==> config.mk <==
export PLATFORM = sky130hd
export DESIGN_NAME = slew_adaptive_poll_interval
export DESIGN_NICKNAME = d
export VERILOG_FILES = /design/src/sv/sap_pkg.sv /design/src/sv/sap_mul.sv /design/src/sv/sap_div.sv /design/src/sv/slew_adaptive_poll_interval.sv
export VERILOG_INCLUDE_DIRS = /design/src /design/src/sv
export SDC_FILE = /design/constraint.sdc
export NUM_CORES = 2
export LEC_CHECK = 0
export ABC_AREA = 1
export BUFFER_PORTS_ARGS = -buffer_cell sky130_fd_sc_hd__clkbuf_2
export CORE_ASPECT_RATIO = 1.25
export CORE_MARGIN = 3
export CORE_UTILIZATION = 69
export DETAILED_ROUTE_END_ITERATION = 7
export GPL_ROUTABILITY_DRIVEN = 0
export HOLD_SLACK_MARGIN = 0.06
export PLACE_DENSITY_LB_ADDON = 0.2
export SLEW_MARGIN = 15
export SYNTH_ARGS = -nofsm -noshare
export SYNTH_HDL_FRONTEND = slang
export SYNTH_HIERARCHICAL = 1
export SYNTH_SLANG_ARGS = --single-unit
==> constraint.sdc <==
create_clock -name i_clk -period 14.85 [get_ports i_clk]
set_clock_uncertainty 0.15 [all_clocks]
set_input_delay 0.7425 -clock i_clk [delete_from_list [all_inputs] [get_ports i_clk]]
set_output_delay 0.7425 -clock i_clk [all_outputs]
set_load 0.01 [all_outputs]
==> src/sv/slew_adaptive_poll_interval_defines.svh <==
// Assertion macros shared by the slew adaptive poll interval RTL.
`ifndef SLEW_ADAPTIVE_POLL_INTERVAL_DEFINES_SVH
`define SLEW_ADAPTIVE_POLL_INTERVAL_DEFINES_SVH

`ifndef SYNTHESIS
`define SAP_ASSERT_IMP(lbl, ante, cons, msg) \
    lbl: assert property (@(posedge i_clk) disable iff (!i_rst_n) (ante) |-> (cons)) \
        else $error(msg);
`define SAP_ASSERT_NEXT(lbl, ante, cons, msg) \
    lbl: assert property (@(posedge i_clk) disable iff (!i_rst_n) (ante) |=> (cons)) \
        else $error(msg);
`else
`define SAP_ASSERT_IMP(lbl, ante, cons, msg)
`define SAP_ASSERT_NEXT(lbl, ante, cons, msg)
`endif

`endif

==> src/sv/sap_pkg.sv <==
// Package: types, widths and constants of the slew adaptive poll interval block.
package sap_pkg;

    localparam int unsigned FRAC_BITS_DEFAULT = 16;
    localparam int unsigned MUL_AW = 24;
    localparam int unsigned MUL_BW = 20;
    localparam int unsigned MUL_PW = MUL_AW + MUL_BW;
    localparam int unsigned DEN_W  = 24;

    localparam logic [23:0] SLEW_MAX  = 24'hFFFFFF;
    localparam logic [16:0] Q16_ONE   = 17'h10000;
    localparam logic [9:0]  MS_PER_S  = 10'd1000;
    localparam logic [23:0] RELAX_DEN = 24'd256000;

    typedef enum logic [2:0] {
        REG_NOMINAL = 3'd0,
        REG_FLOOR   = 3'd1,
        REG_START   = 3'd2,
        REG_FULL    = 3'd3,
        REG_RELAX   = 3'd4
    } t_reg_idx;

    typedef enum logic [3:0] {
        ST_IDLE,
        ST_SLEW_MUL,
        ST_SLEW_DIV,
        ST_LVL,
        ST_LVL_DIV,
        ST_SQ_MUL,
        ST_CUBE_MUL,
        ST_LVL_MUL,
        ST_TGT_MUL,
        ST_STEP,
        ST_RELAX_MUL,
        ST_RELAX_DIV,
        ST_DONE
    } t_state;

endpackage

==> src/sv/sap_mul.sv <==
// Bit-serial shift-add multiplier, one multiplier bit per cycle.
module sap_mul (
    input  logic                          i_clk,
    input  logic                          i_rst_n,
    input  logic                          i_start,
    input  logic [sap_pkg::MUL_AW-1:0]    i_a,
    input  logic [sap_pkg::MUL_BW-1:0]    i_b,
    output logic                          o_done,
    output logic [sap_pkg::MUL_PW-1:0]    o_prod
);
    import sap_pkg::*;

    localparam int unsigned CNT_W = $clog2(MUL_BW + 1);

    logic [MUL_PW-1:0] r_acc;
    logic [MUL_PW-1:0] r_a;
    logic [MUL_BW-1:0] r_b;
    logic [CNT_W-1:0]  r_cnt;
    logic              r_busy;
    logic              r_done;

    always_ff @(posedge i_clk) begin
        if (!i_rst_n) begin
            r_busy <= 1'b0;
            r_done <= 1'b0;
            r_cnt  <= '0;
        end else begin
            r_done <= 1'b0;
            if (i_start) begin
                r_busy <= 1'b1;
                r_cnt  <= CNT_W'(MUL_BW);
            end else if (r_busy) begin
                r_cnt <= r_cnt - 1'b1;
                if (r_cnt == CNT_W'(1)) begin
                    r_busy <= 1'b0;
                    r_done <= 1'b1;
                end
            end
        end
    end

    always_ff @(posedge i_clk) begin
        if (i_start) begin
            r_acc <= '0;
            r_a   <= MUL_PW'(i_a);
            r_b   <= i_b;
        end else if (r_busy) begin
            if (r_b[0]) begin
                r_acc <= r_acc + r_a;
            end
            r_a <= r_a << 1;
            r_b <= r_b >> 1;
        end
    end

    assign o_done = r_done;
    assign o_prod = r_acc;
endmodule

==> src/sv/sap_div.sv <==
// Restoring bit-serial divider, one quotient bit per cycle.
module sap_div #(
    parameter int unsigned NUM_W = 56
) (
    input  logic                        i_clk,
    input  logic                        i_rst_n,
    input  logic                        i_start,
    input  logic [NUM_W-1:0]            i_num,
    input  logic [sap_pkg::DEN_W-1:0]   i_den,
    output logic                        o_done,
    output logic [NUM_W-1:0]            o_quo
);
    import sap_pkg::*;

    localparam int unsigned CNT_W = $clog2(NUM_W + 1);

    logic [NUM_W-1:0] r_num;
    logic [NUM_W-1:0] r_quo;
    logic [DEN_W-1:0] r_den;
    logic [DEN_W-1:0] r_rem;
    logic [CNT_W-1:0] r_cnt;
    logic             r_busy;
    logic             r_done;
    logic [DEN_W:0]   trial;
    logic             qbit;

    assign trial = {r_rem, r_num[NUM_W-1]};
    assign qbit  = (trial >= {1'b0, r_den});

    always_ff @(posedge i_clk) begin
        if (!i_rst_n) begin
            r_busy <= 1'b0;
            r_done <= 1'b0;
            r_cnt  <= '0;
        end else begin
            r_done <= 1'b0;
            if (i_start) begin
                r_busy <= 1'b1;
                r_cnt  <= CNT_W'(NUM_W);
            end else if (r_busy) begin
                r_cnt <= r_cnt - 1'b1;
                if (r_cnt == CNT_W'(1)) begin
                    r_busy <= 1'b0;
                    r_done <= 1'b1;
                end
            end
        end
    end

    always_ff @(posedge i_clk) begin
        if (i_start) begin
            r_num <= i_num;
            r_den <= i_den;
            r_rem <= '0;
            r_quo <= '0;
        end else if (r_busy) begin
            r_rem <= qbit ? DEN_W'(trial - {1'b0, r_den}) : DEN_W'(trial);
            r_num <= r_num << 1;
            r_quo <= {r_quo[NUM_W-2:0], qbit};
        end
    end

    assign o_done = r_done;
    assign o_quo  = r_quo;
endmodule

==> src/sv/slew_adaptive_poll_interval.sv <==
// Top level: register port, sequencer and datapath of the adaptive poll interval block.
// With adaptation off the request goes straight to the output stage; otherwise it runs through
// the serial divider (up to four divisions) and the serial multiplier (up to seven products).
// Throughput: one request at a time; the next is taken once the result is in the output stage.
// Reset is synchronous, active low: registers return to defaults, history and interval cleared.
`include "slew_adaptive_poll_interval_defines.svh"

module slew_adaptive_poll_interval #(
    parameter int unsigned INTERVAL_FRAC_BITS = sap_pkg::FRAC_BITS_DEFAULT
) (
    input  logic        i_clk,
    input  logic        i_rst_n,
    input  logic        psel,
    input  logic        penable,
    input  logic        pwrite,
    input  logic [4:0]  paddr,
    input  logic [31:0] pwdata,
    output logic [31:0] prdata,
    output logic        pready,
    input  logic        s_axis_tvalid,
    output logic        s_axis_tready,
    // [15:0] cpu_temp, [31:16] gpu_temp, [47:32] elapsed_ms
    input  logic [47:0] s_axis_tdata,
    // [0] cpu_present, [1] gpu_present
    input  logic [1:0]  s_axis_tuser,
    output logic        m_axis_tvalid,
    input  logic        m_axis_tready,
    // [15:0] interval_ms, [32:16] transient_level, [39:33] zero
    output logic [39:0] m_axis_tdata
);
    import sap_pkg::*;

    localparam int unsigned F    = INTERVAL_FRAC_BITS;
    localparam int unsigned CW   = 16 + F;
    localparam int unsigned DW   = 40 + F;
    localparam logic [CW-1:0] SNAP = CW'((64'd1 << F) / 10000);
    localparam logic [CW:0]   HALF = (CW+1)'(1) << (F - 1);

    // configuration
    logic [15:0] r_nom, r_flo;
    logic [23:0] r_start, r_full, r_relax;
    logic        cfg_wr;
    t_reg_idx    cfg_idx;

    // sequencer and datapath
    t_state      r_state, n_state;
    logic        r_go;
    logic [15:0] r_prev1, r_prev2;
    logic        r_pv1, r_pv2;
    logic [CW-1:0] r_cur;
    logic        r_ivalid;
    logic [15:0] r_el, r_mag1, r_mag2;
    logic        r_ok2, r_sens, r_dis;
    logic [23:0] r_slew;
    logic [15:0] r_a;
    logic [32:0] r_sq;
    logic [16:0] r_a2, r_a3, r_lvl;
    logic [19:0] r_qp;
    logic [15:0] r_tgt;
    logic [15:0] r_out_int;
    logic [16:0] r_out_lvl;
    logic        r_mvalid;

    logic              mul_go, mul_done, div_go, div_done;
    logic [MUL_AW-1:0] mul_a;
    logic [MUL_BW-1:0] mul_b;
    logic [MUL_PW-1:0] mul_p;
    logic [DW-1:0]     div_num, div_quo;
    logic [DEN_W-1:0]  div_den;

    logic signed [16:0] d1, d2;
    logic [15:0] in_el;
    logic        in_ok1, in_ok2, dis, lvl_zero, imm;
    logic [23:0] slew_sat;
    logic [36:0] poly;
    logic [19:0] a15;
    logic [CW-1:0] nom_q, flo_q, tq, gap, stepped;
    logic [32:0] tgt_sum;
    logic [20:0] lvl_rnd;
    logic [CW:0] out_rnd;

    function automatic logic [CW-1:0] clamp(input logic [CW-1:0] v,
                                            input logic [CW-1:0] lo,
                                            input logic [CW-1:0] hi);
        logic [CW-1:0] t;
        t = (v < lo) ? lo : v;
        return (t > hi) ? hi : t;
    endfunction

    // register port
    assign pready  = 1'b1;
    assign cfg_wr  = psel && penable && pwrite;
    assign cfg_idx = t_reg_idx'(paddr[4:2]);

    always_ff @(posedge i_clk) begin
        if (!i_rst_n) begin
            r_nom   <= 16'd1000;
            r_flo   <= 16'd1000;
            r_start <= 24'd256;
            r_full  <= 24'd1280;
            r_relax <= 24'd25600;
        end else if (cfg_wr) begin
            unique case (cfg_idx)
                REG_NOMINAL: r_nom   <= pwdata[15:0];
                REG_FLOOR:   r_flo   <= pwdata[15:0];
                REG_START:   r_start <= pwdata[23:0];
                REG_FULL:    r_full  <= pwdata[23:0];
                REG_RELAX:   r_relax <= pwdata[23:0];
                default: ;
            endcase
        end
    end

    always_comb begin
        unique case (cfg_idx)
            REG_NOMINAL: prdata = {16'd0, r_nom};
            REG_FLOOR:   prdata = {16'd0, r_flo};
            REG_START:   prdata = {8'd0, r_start};
            REG_FULL:    prdata = {8'd0, r_full};
            REG_RELAX:   prdata = {8'd0, r_relax};
            default:     prdata = 32'd0;
        endcase
    end

    // request decode
    assign in_el  = s_axis_tdata[47:32];
    assign d1     = 17'(signed'(s_axis_tdata[15:0])) - 17'(signed'(r_prev1));
    assign d2     = 17'(signed'(s_axis_tdata[31:16])) - 17'(signed'(r_prev2));
    assign in_ok1 = s_axis_tuser[0] && r_pv1 && (in_el != 16'd0);
    assign in_ok2 = s_axis_tuser[1] && r_pv2 && (in_el != 16'd0);
    assign dis    = (r_flo >= r_nom);

    assign nom_q  = {r_nom, F'(0)};
    assign flo_q  = {r_flo, F'(0)};
    assign tq     = {r_tgt, F'(0)};
    assign gap    = tq - r_cur;
    assign stepped = ((gap <= SNAP) || (DW'(gap) <= div_quo)) ? tq
                                                              : r_cur + CW'(div_quo);

    assign lvl_zero = (r_el == 16'd0) || (r_full <= r_start) || (r_slew <= r_start);
    assign imm      = (r_el == 16'd0) || (tq <= r_cur) || (r_relax == 24'd0);
    assign slew_sat = (|div_quo[DW-1:24]) ? SLEW_MAX : div_quo[23:0];

    // 6a^2 + 10*2^32 - 15a*2^16
    assign a15  = {r_a, 4'd0} - {4'd0, r_a};
    assign poly = 37'({r_sq, 2'b0}) + 37'({r_sq, 1'b0}) + (37'(10) << 32)
                - {1'b0, a15, 16'd0};
    assign lvl_rnd = 21'((mul_p[36:0] + 37'd32768) >> 16);
    assign tgt_sum = {1'b0, r_nom, 16'd0} - 33'(mul_p[32:0]) + 33'd32768;
    assign out_rnd = {1'b0, r_cur} + HALF;

    // next state
    always_comb begin
        n_state = r_state;
        unique case (r_state)
            ST_IDLE: begin
                if (s_axis_tvalid) begin
                    if (dis)                   n_state = ST_DONE;
                    else if (in_ok1 || in_ok2) n_state = ST_SLEW_MUL;
                    else                       n_state = ST_LVL;
                end
            end
            ST_SLEW_MUL:  if (mul_done) n_state = ST_SLEW_DIV;
            ST_SLEW_DIV: begin
                if (div_done) n_state = (!r_sens && r_ok2) ? ST_SLEW_MUL : ST_LVL;
            end
            ST_LVL: begin
                if (lvl_zero || r_slew >= r_full) n_state = ST_TGT_MUL;
                else                              n_state = ST_LVL_DIV;
            end
            ST_LVL_DIV:   if (div_done) n_state = ST_SQ_MUL;
            ST_SQ_MUL:    if (mul_done) n_state = ST_CUBE_MUL;
            ST_CUBE_MUL:  if (mul_done) n_state = ST_LVL_MUL;
            ST_LVL_MUL:   if (mul_done) n_state = ST_TGT_MUL;
            ST_TGT_MUL:   if (mul_done) n_state = ST_STEP;
            ST_STEP:      n_state = imm ? ST_DONE : ST_RELAX_MUL;
            ST_RELAX_MUL: if (mul_done) n_state = ST_RELAX_DIV;
            ST_RELAX_DIV: if (div_done) n_state = ST_DONE;
            ST_DONE:      if (!r_mvalid || m_axis_tready) n_state = ST_IDLE;
            default:      n_state = ST_IDLE;
        endcase
    end

    always_ff @(posedge i_clk) begin
        if (!i_rst_n) begin
            r_state <= ST_IDLE;
            r_go    <= 1'b0;
        end else begin
            r_state <= n_state;
            r_go    <= (n_state != r_state);
        end
    end

    // unit operands follow the state; a unit starts on the first cycle of its state
    always_comb begin
        mul_a = '0;
        mul_b = '0;
        case (r_state)
            ST_SLEW_MUL: begin
                mul_a = MUL_AW'(r_sens ? r_mag2 : r_mag1);
                mul_b = MUL_BW'(MS_PER_S);
            end
            ST_SQ_MUL: begin
                mul_a = MUL_AW'(r_a);
                mul_b = MUL_BW'(r_a);
            end
            ST_CUBE_MUL: begin
                mul_a = MUL_AW'(r_a2);
                mul_b = MUL_BW'(r_a);
            end
            ST_LVL_MUL: begin
                mul_a = MUL_AW'(r_qp);
                mul_b = MUL_BW'(r_a3);
            end
            ST_TGT_MUL: begin
                mul_a = MUL_AW'(r_nom - r_flo);
                mul_b = MUL_BW'(r_lvl);
            end
            ST_RELAX_MUL: begin
                mul_a = r_relax;
                mul_b = MUL_BW'(r_el);
            end
            default: ;
        endcase
    end

    always_comb begin
        div_num = '0;
        div_den = '0;
        case (r_state)
            ST_SLEW_DIV: begin
                div_num = DW'(mul_p[25:0]);
                div_den = DEN_W'(r_el);
            end
            ST_LVL_DIV: begin
                div_num = DW'({r_slew - r_start, 16'd0});
                div_den = r_full - r_start;
            end
            ST_RELAX_DIV: begin
                div_num = {mul_p[39:0], F'(0)};
                div_den = RELAX_DEN;
            end
            default: ;
        endcase
    end

    assign mul_go = r_go && (r_state == ST_SLEW_MUL || r_state == ST_SQ_MUL ||
                             r_state == ST_CUBE_MUL || r_state == ST_LVL_MUL ||
                             r_state == ST_TGT_MUL  || r_state == ST_RELAX_MUL);
    assign div_go = r_go && (r_state == ST_SLEW_DIV || r_state == ST_LVL_DIV ||
                             r_state == ST_RELAX_DIV);

    sap_mul u_mul (
        .i_clk   (i_clk),
        .i_rst_n (i_rst_n),
        .i_start (mul_go),
        .i_a     (mul_a),
        .i_b     (mul_b),
        .o_done  (mul_done),
        .o_prod  (mul_p)
    );

    sap_div #(.NUM_W(DW)) u_div (
        .i_clk   (i_clk),
        .i_rst_n (i_rst_n),
        .i_start (div_go),
        .i_num   (div_num),
        .i_den   (div_den),
        .o_done  (div_done),
        .o_quo   (div_quo)
    );

    // history and working interval
    always_ff @(posedge i_clk) begin
        if (!i_rst_n) begin
            r_prev1  <= '0;
            r_prev2  <= '0;
            r_pv1    <= 1'b0;
            r_pv2    <= 1'b0;
            r_cur    <= '0;
            r_ivalid <= 1'b0;
        end else begin
            if (r_state == ST_IDLE && s_axis_tvalid && !dis) begin
                r_pv1   <= s_axis_tuser[0];
                r_pv2   <= s_axis_tuser[1];
                r_prev1 <= s_axis_tuser[0] ? s_axis_tdata[15:0] : 16'd0;
                r_prev2 <= s_axis_tuser[1] ? s_axis_tdata[31:16] : 16'd0;
                if (!r_ivalid) begin
                    r_cur    <= nom_q;
                    r_ivalid <= 1'b1;
                end
            end
            if (r_state == ST_STEP && imm) begin
                r_cur <= clamp(tq, flo_q, nom_q);
            end
            if (r_state == ST_RELAX_DIV && div_done) begin
                r_cur <= clamp(stepped, flo_q, nom_q);
            end
        end
    end

    // per-request working values
    always_ff @(posedge i_clk) begin
        case (r_state)
            ST_IDLE: begin
                if (s_axis_tvalid) begin
                    r_el   <= in_el;
                    r_mag1 <= d1[16] ? 16'(-d1) : d1[15:0];
                    r_mag2 <= d2[16] ? 16'(-d2) : d2[15:0];
                    r_ok2  <= in_ok2;
                    r_sens <= !in_ok1;
                    r_dis  <= dis;
                    r_slew <= '0;
                    r_lvl  <= '0;
                end
            end
            ST_SLEW_DIV: begin
                if (div_done) begin
                    if (slew_sat > r_slew) r_slew <= slew_sat;
                    r_sens <= 1'b1;
                end
            end
            ST_LVL: begin
                if (!lvl_zero && r_slew >= r_full) r_lvl <= Q16_ONE;
            end
            ST_LVL_DIV: if (div_done) r_a <= div_quo[15:0];
            ST_SQ_MUL: begin
                if (mul_done) begin
                    r_sq <= mul_p[32:0];
                    r_a2 <= 17'((34'(mul_p[32:0]) + 34'd32768) >> 16);
                end
            end
            ST_CUBE_MUL: begin
                if (mul_done) begin
                    r_a3 <= 17'((35'(mul_p[33:0]) + 35'd32768) >> 16);
                    r_qp <= 20'((poly + 37'd32768) >> 16);
                end
            end
            ST_LVL_MUL: begin
                if (mul_done) r_lvl <= (lvl_rnd > 21'(Q16_ONE)) ? Q16_ONE : lvl_rnd[16:0];
            end
            ST_TGT_MUL: if (mul_done) r_tgt <= tgt_sum[31:16];
            default: ;
        endcase
    end

    // output stage
    always_ff @(posedge i_clk) begin
        if (!i_rst_n) begin
            r_mvalid <= 1'b0;
        end else if (r_state == ST_DONE && (!r_mvalid || m_axis_tready)) begin
            r_mvalid <= 1'b1;
        end else if (m_axis_tready) begin
            r_mvalid <= 1'b0;
        end
    end

    always_ff @(posedge i_clk) begin
        if (r_state == ST_DONE && (!r_mvalid || m_axis_tready)) begin
            r_out_int <= r_dis ? r_nom : out_rnd[F+15:F];
            r_out_lvl <= r_dis ? 17'd0 : r_lvl;
        end
    end

    assign s_axis_tready = (r_state == ST_IDLE);
    assign m_axis_tvalid = r_mvalid;
    assign m_axis_tdata  = {7'd0, r_out_lvl, r_out_int};

    `SAP_ASSERT_NEXT(a_accept_leaves_idle, s_axis_tvalid && s_axis_tready, r_state != ST_IDLE, "accepted request left block idle")
    `SAP_ASSERT_IMP(a_level_capped, m_axis_tvalid, m_axis_tdata[32:16] <= 17'h10000, "transient level above one")
    `SAP_ASSERT_IMP(a_div_nonzero, div_go, div_den != 24'd0, "divider started with zero divisor")
    `SAP_ASSERT_IMP(a_cur_in_range, r_state == ST_DONE && !r_dis, r_cur >= flo_q && r_cur <= nom_q, "interval outside floor and nominal")

endmodule

==> metrics.md <==
| Metric | Value |
|---|---|
| Post-synthesis area per instance | 7.369 µm² |
| Initial cell density of the core | 0.7002 |
| Highest Clock Rate | 102.0 MHz |
| Worst IR Drop VDD | 374.3 µV |
| Post-route setup TNS | 0 ns |
| CP startpoint kind | register |
| Crit path top cell by count | sky130_fd_sc_hd__nand2_1 |
| Delay of the slowest cell on the worst path | between 0.7 and 0.8 ns |
| Fillers | 5,305 |
| Netlist area before placement | 49,750 µm² |
| Placeable core region | 71,050 µm² |
| Buffer levels on the longest clock path | 3 |
| Worst-case setup slack after placement | 5.608 ns |
| Root Buffer | sky130_fd_sc_hd__clkbuf_16 |
| H-tree levels | 3 |
| CP Data Arrival Time | approximately 10 ns |
| Minimum setup slack in the final design | about 5.1 ns |
| Source-to-sink clock delay at the later pin of the worst-skew pair | 0.64 ns |
| Internal power summed over all cells | 5.285 mW |
| Wire length reported by the detailed router | between 150,000 and 200,000 µm |
| Commonest non-fill, non-tap cell in the layout | sky130_fd_sc_hd__nand2_1 |
| Proportion of layout cells with a drive suffix above 1 | 0.06241 |
| Std cell rows | 109 |
| Combinational share of power | 0.522 |
| Detailed-routing iteration count for the pre-antenna-repair pass | 8 |
| First-pass GRT wire length | 252,000 µm |
| Final period utilization | 0.6599 |
| Detailed placement HPWL | 125,300 µm |
| Violated checks | design-rule violations |
| Total number of vias | 48.31k |
| Number of remaining DRC errors | 2 |
| Max-slew violations | 0 |
| Share of total power in sequential cells | 0.283 |
| Critical-path top delay cell | sky130_fd_sc_hd__nor4_1 |
| Leftover overflow at the end of global routing | 0 |
| Result of the run | finished with violations |
| Die X | 246.2 µm |
| Slew @ Worst Pin | ~1.3 ns |
| Final hold violation count | 0 |
| I/O pin cnt | between 150 and 200 |
| Core occupancy in the finished layout | 0.7554 |
| Final instance count without filler cells | 7,819 |
| Synthesized netlist cell count | 6,751 |
| # port buffers | 142 |
| Remaining number of nets flagged by the antenna check after routing | 0 |
| Via-to-Cell Ratio | 6.179 |
| Number of antenna violations at the first check in global routing | 4 |
| Req. time, crit path | 15.22 ns |
| Leading cell types in the layout, fill and taps excluded | sky130_fd_sc_hd__nand2_1 (1,665), sky130_fd_sc_hd__inv_1 (1,062), sky130_fd_sc_hd__nor2_1 (554), sky130_fd_sc_hd__a21oi_1 (497), sky130_fd_sc_hd__ha_1 (463) |
| Hold WC Path Type | in2reg |
| Post-CTS Setup Bufs | 0 |
| Highest net fanout along the worst path | 54 |
| Largest net degree at the start of global routing | 67 |
| Total global-route track usage | 0.4332 |
| Warning count from the yosys run | 6 |
| Number of gates resized after cts | 0 |
| Switching part of the total | 0.4760 |
| Setup repair after global routing missed its margin | no |
| Critical path start-end classification | reg2reg |
| TritonCTS Buffers | 71 |
| Switching power summed over all nets | 4.801 mW |
| CTS Hold Buffers Added | 0 |
| Power density of the placed cells | 187.9 nW/µm² |
| Kind of capture point of the worst setup path | register |
| Smallest hold slack | roughly 0.18 ns |
| TritonCTS clock tree | done |
| Clock Pin Slew Worst Setup and Hold Paths | 0.06 ns |
| Wire length per cell | approximately 21 µm |
| Headroom to the max-slew limit | 0.1497 |
| Minimum period implied by the final worst setup slack | 9.800 ns |
| # clock sinks | roughly 700 |
| Final setup fails | 0 |
| Drt initial violations | 5,891 |
| Area taken by multi-input logic gates | between 20,000 and 30,000 µm² |
| Full die area | 75,380 µm² |
| Max_cap viols | 0 |
| Number of global-route vias before repair | around 46k |
| Area growth syn-to-layout | 7.889% |
| Part of the power in the clock network | 0.194 |
| Leakage power | 25.13 nW |
| Height of the die | about 310 µm |
| Number of nets at the end of the flow | 7,399 |
| # placed instances | 7,686 |
| Flip-flop and latch area | 17,620 µm² |
[path summary, 6_finish.rpt]
check	start	end	slack [ns]	cells after the start
max	r_tgt[8]	r_cur[18]	5.05	36
max reg2reg	r_tgt[8]	r_cur[18]	5.05	36
min reg2reg	r_prev2[12]	r_prev2[12]	0.31	2
min	s_axis_tdata[35]	r_el[3]	0.18	1
[power groups by stage]
stage                     sequential [mW]  clock [mW]  combinational, mW
after detailed placement             2.86           0               5.01
after global placement               2.85           0               4.84
after global routing                 2.87        2.04               5.80
after CTS                            2.83        1.96               5.08
final                                2.86        1.96               5.27
after floorplan                      2.71           0               3.85
[worst max-delay path: cells and delay by family, from the launching register on]
kind / cells / cell delay, ns
simple gates: 17 / 4.03
compound gates: 12 / 2.89
fa+ha+maj: 4 / 1.35
buf+inv: 3 / 0.63
flops: 1 / 0.54
[per-layer routing]
| layer | share of wire | vias to the layer above | track usage |
|---|---|---|---|
| li1 | - | 22440 | - |
| met1 | 0.34 | 21750 | 0.5011 |
| met2 | 0.43 | 3186 | 0.6716 |
| met3 | 0.12 | 924 | 0.1015 |
| met4 | 0.11 | 6 | 0.3814 |
| met5 | 0.00028 | - | 0 |
[layout make-up]
cell class | instances | area share
Multi-Input combinational cell | 4774 | 0.5076
Sequential cell | 696 | 0.3282
Inverter | 1090 | 0.07627
Clock buffer | 95 | 0.03692
Tap cell | 943 | 0.02198
Timing Repair Buffer | 183 | 0.01902
Clock inverter | 36 | 0.009953
Antenna cell | 2 | 0.00009324
[stage by stage]
stage | power, mW | area (µm²)
finish | 10.09 | 53680
global route | 10.70 | 53670
CTS | 9.871 | 53670
detailed placement | 7.874 | 51160
global placement | 7.688 | 51160
floorplan | 6.562 | 49820
[sequential cells by signal (all words and copies together) (netlist names), 32 cells and up]
name / cells
u_div/o_quo: 56
r_cur: 32
r_sq: 33
u_div/r_num: 56
u_mul/o_prod: 40
u_mul/r_a: 40
No activity file was read; power rests on OpenSTA's default activity.
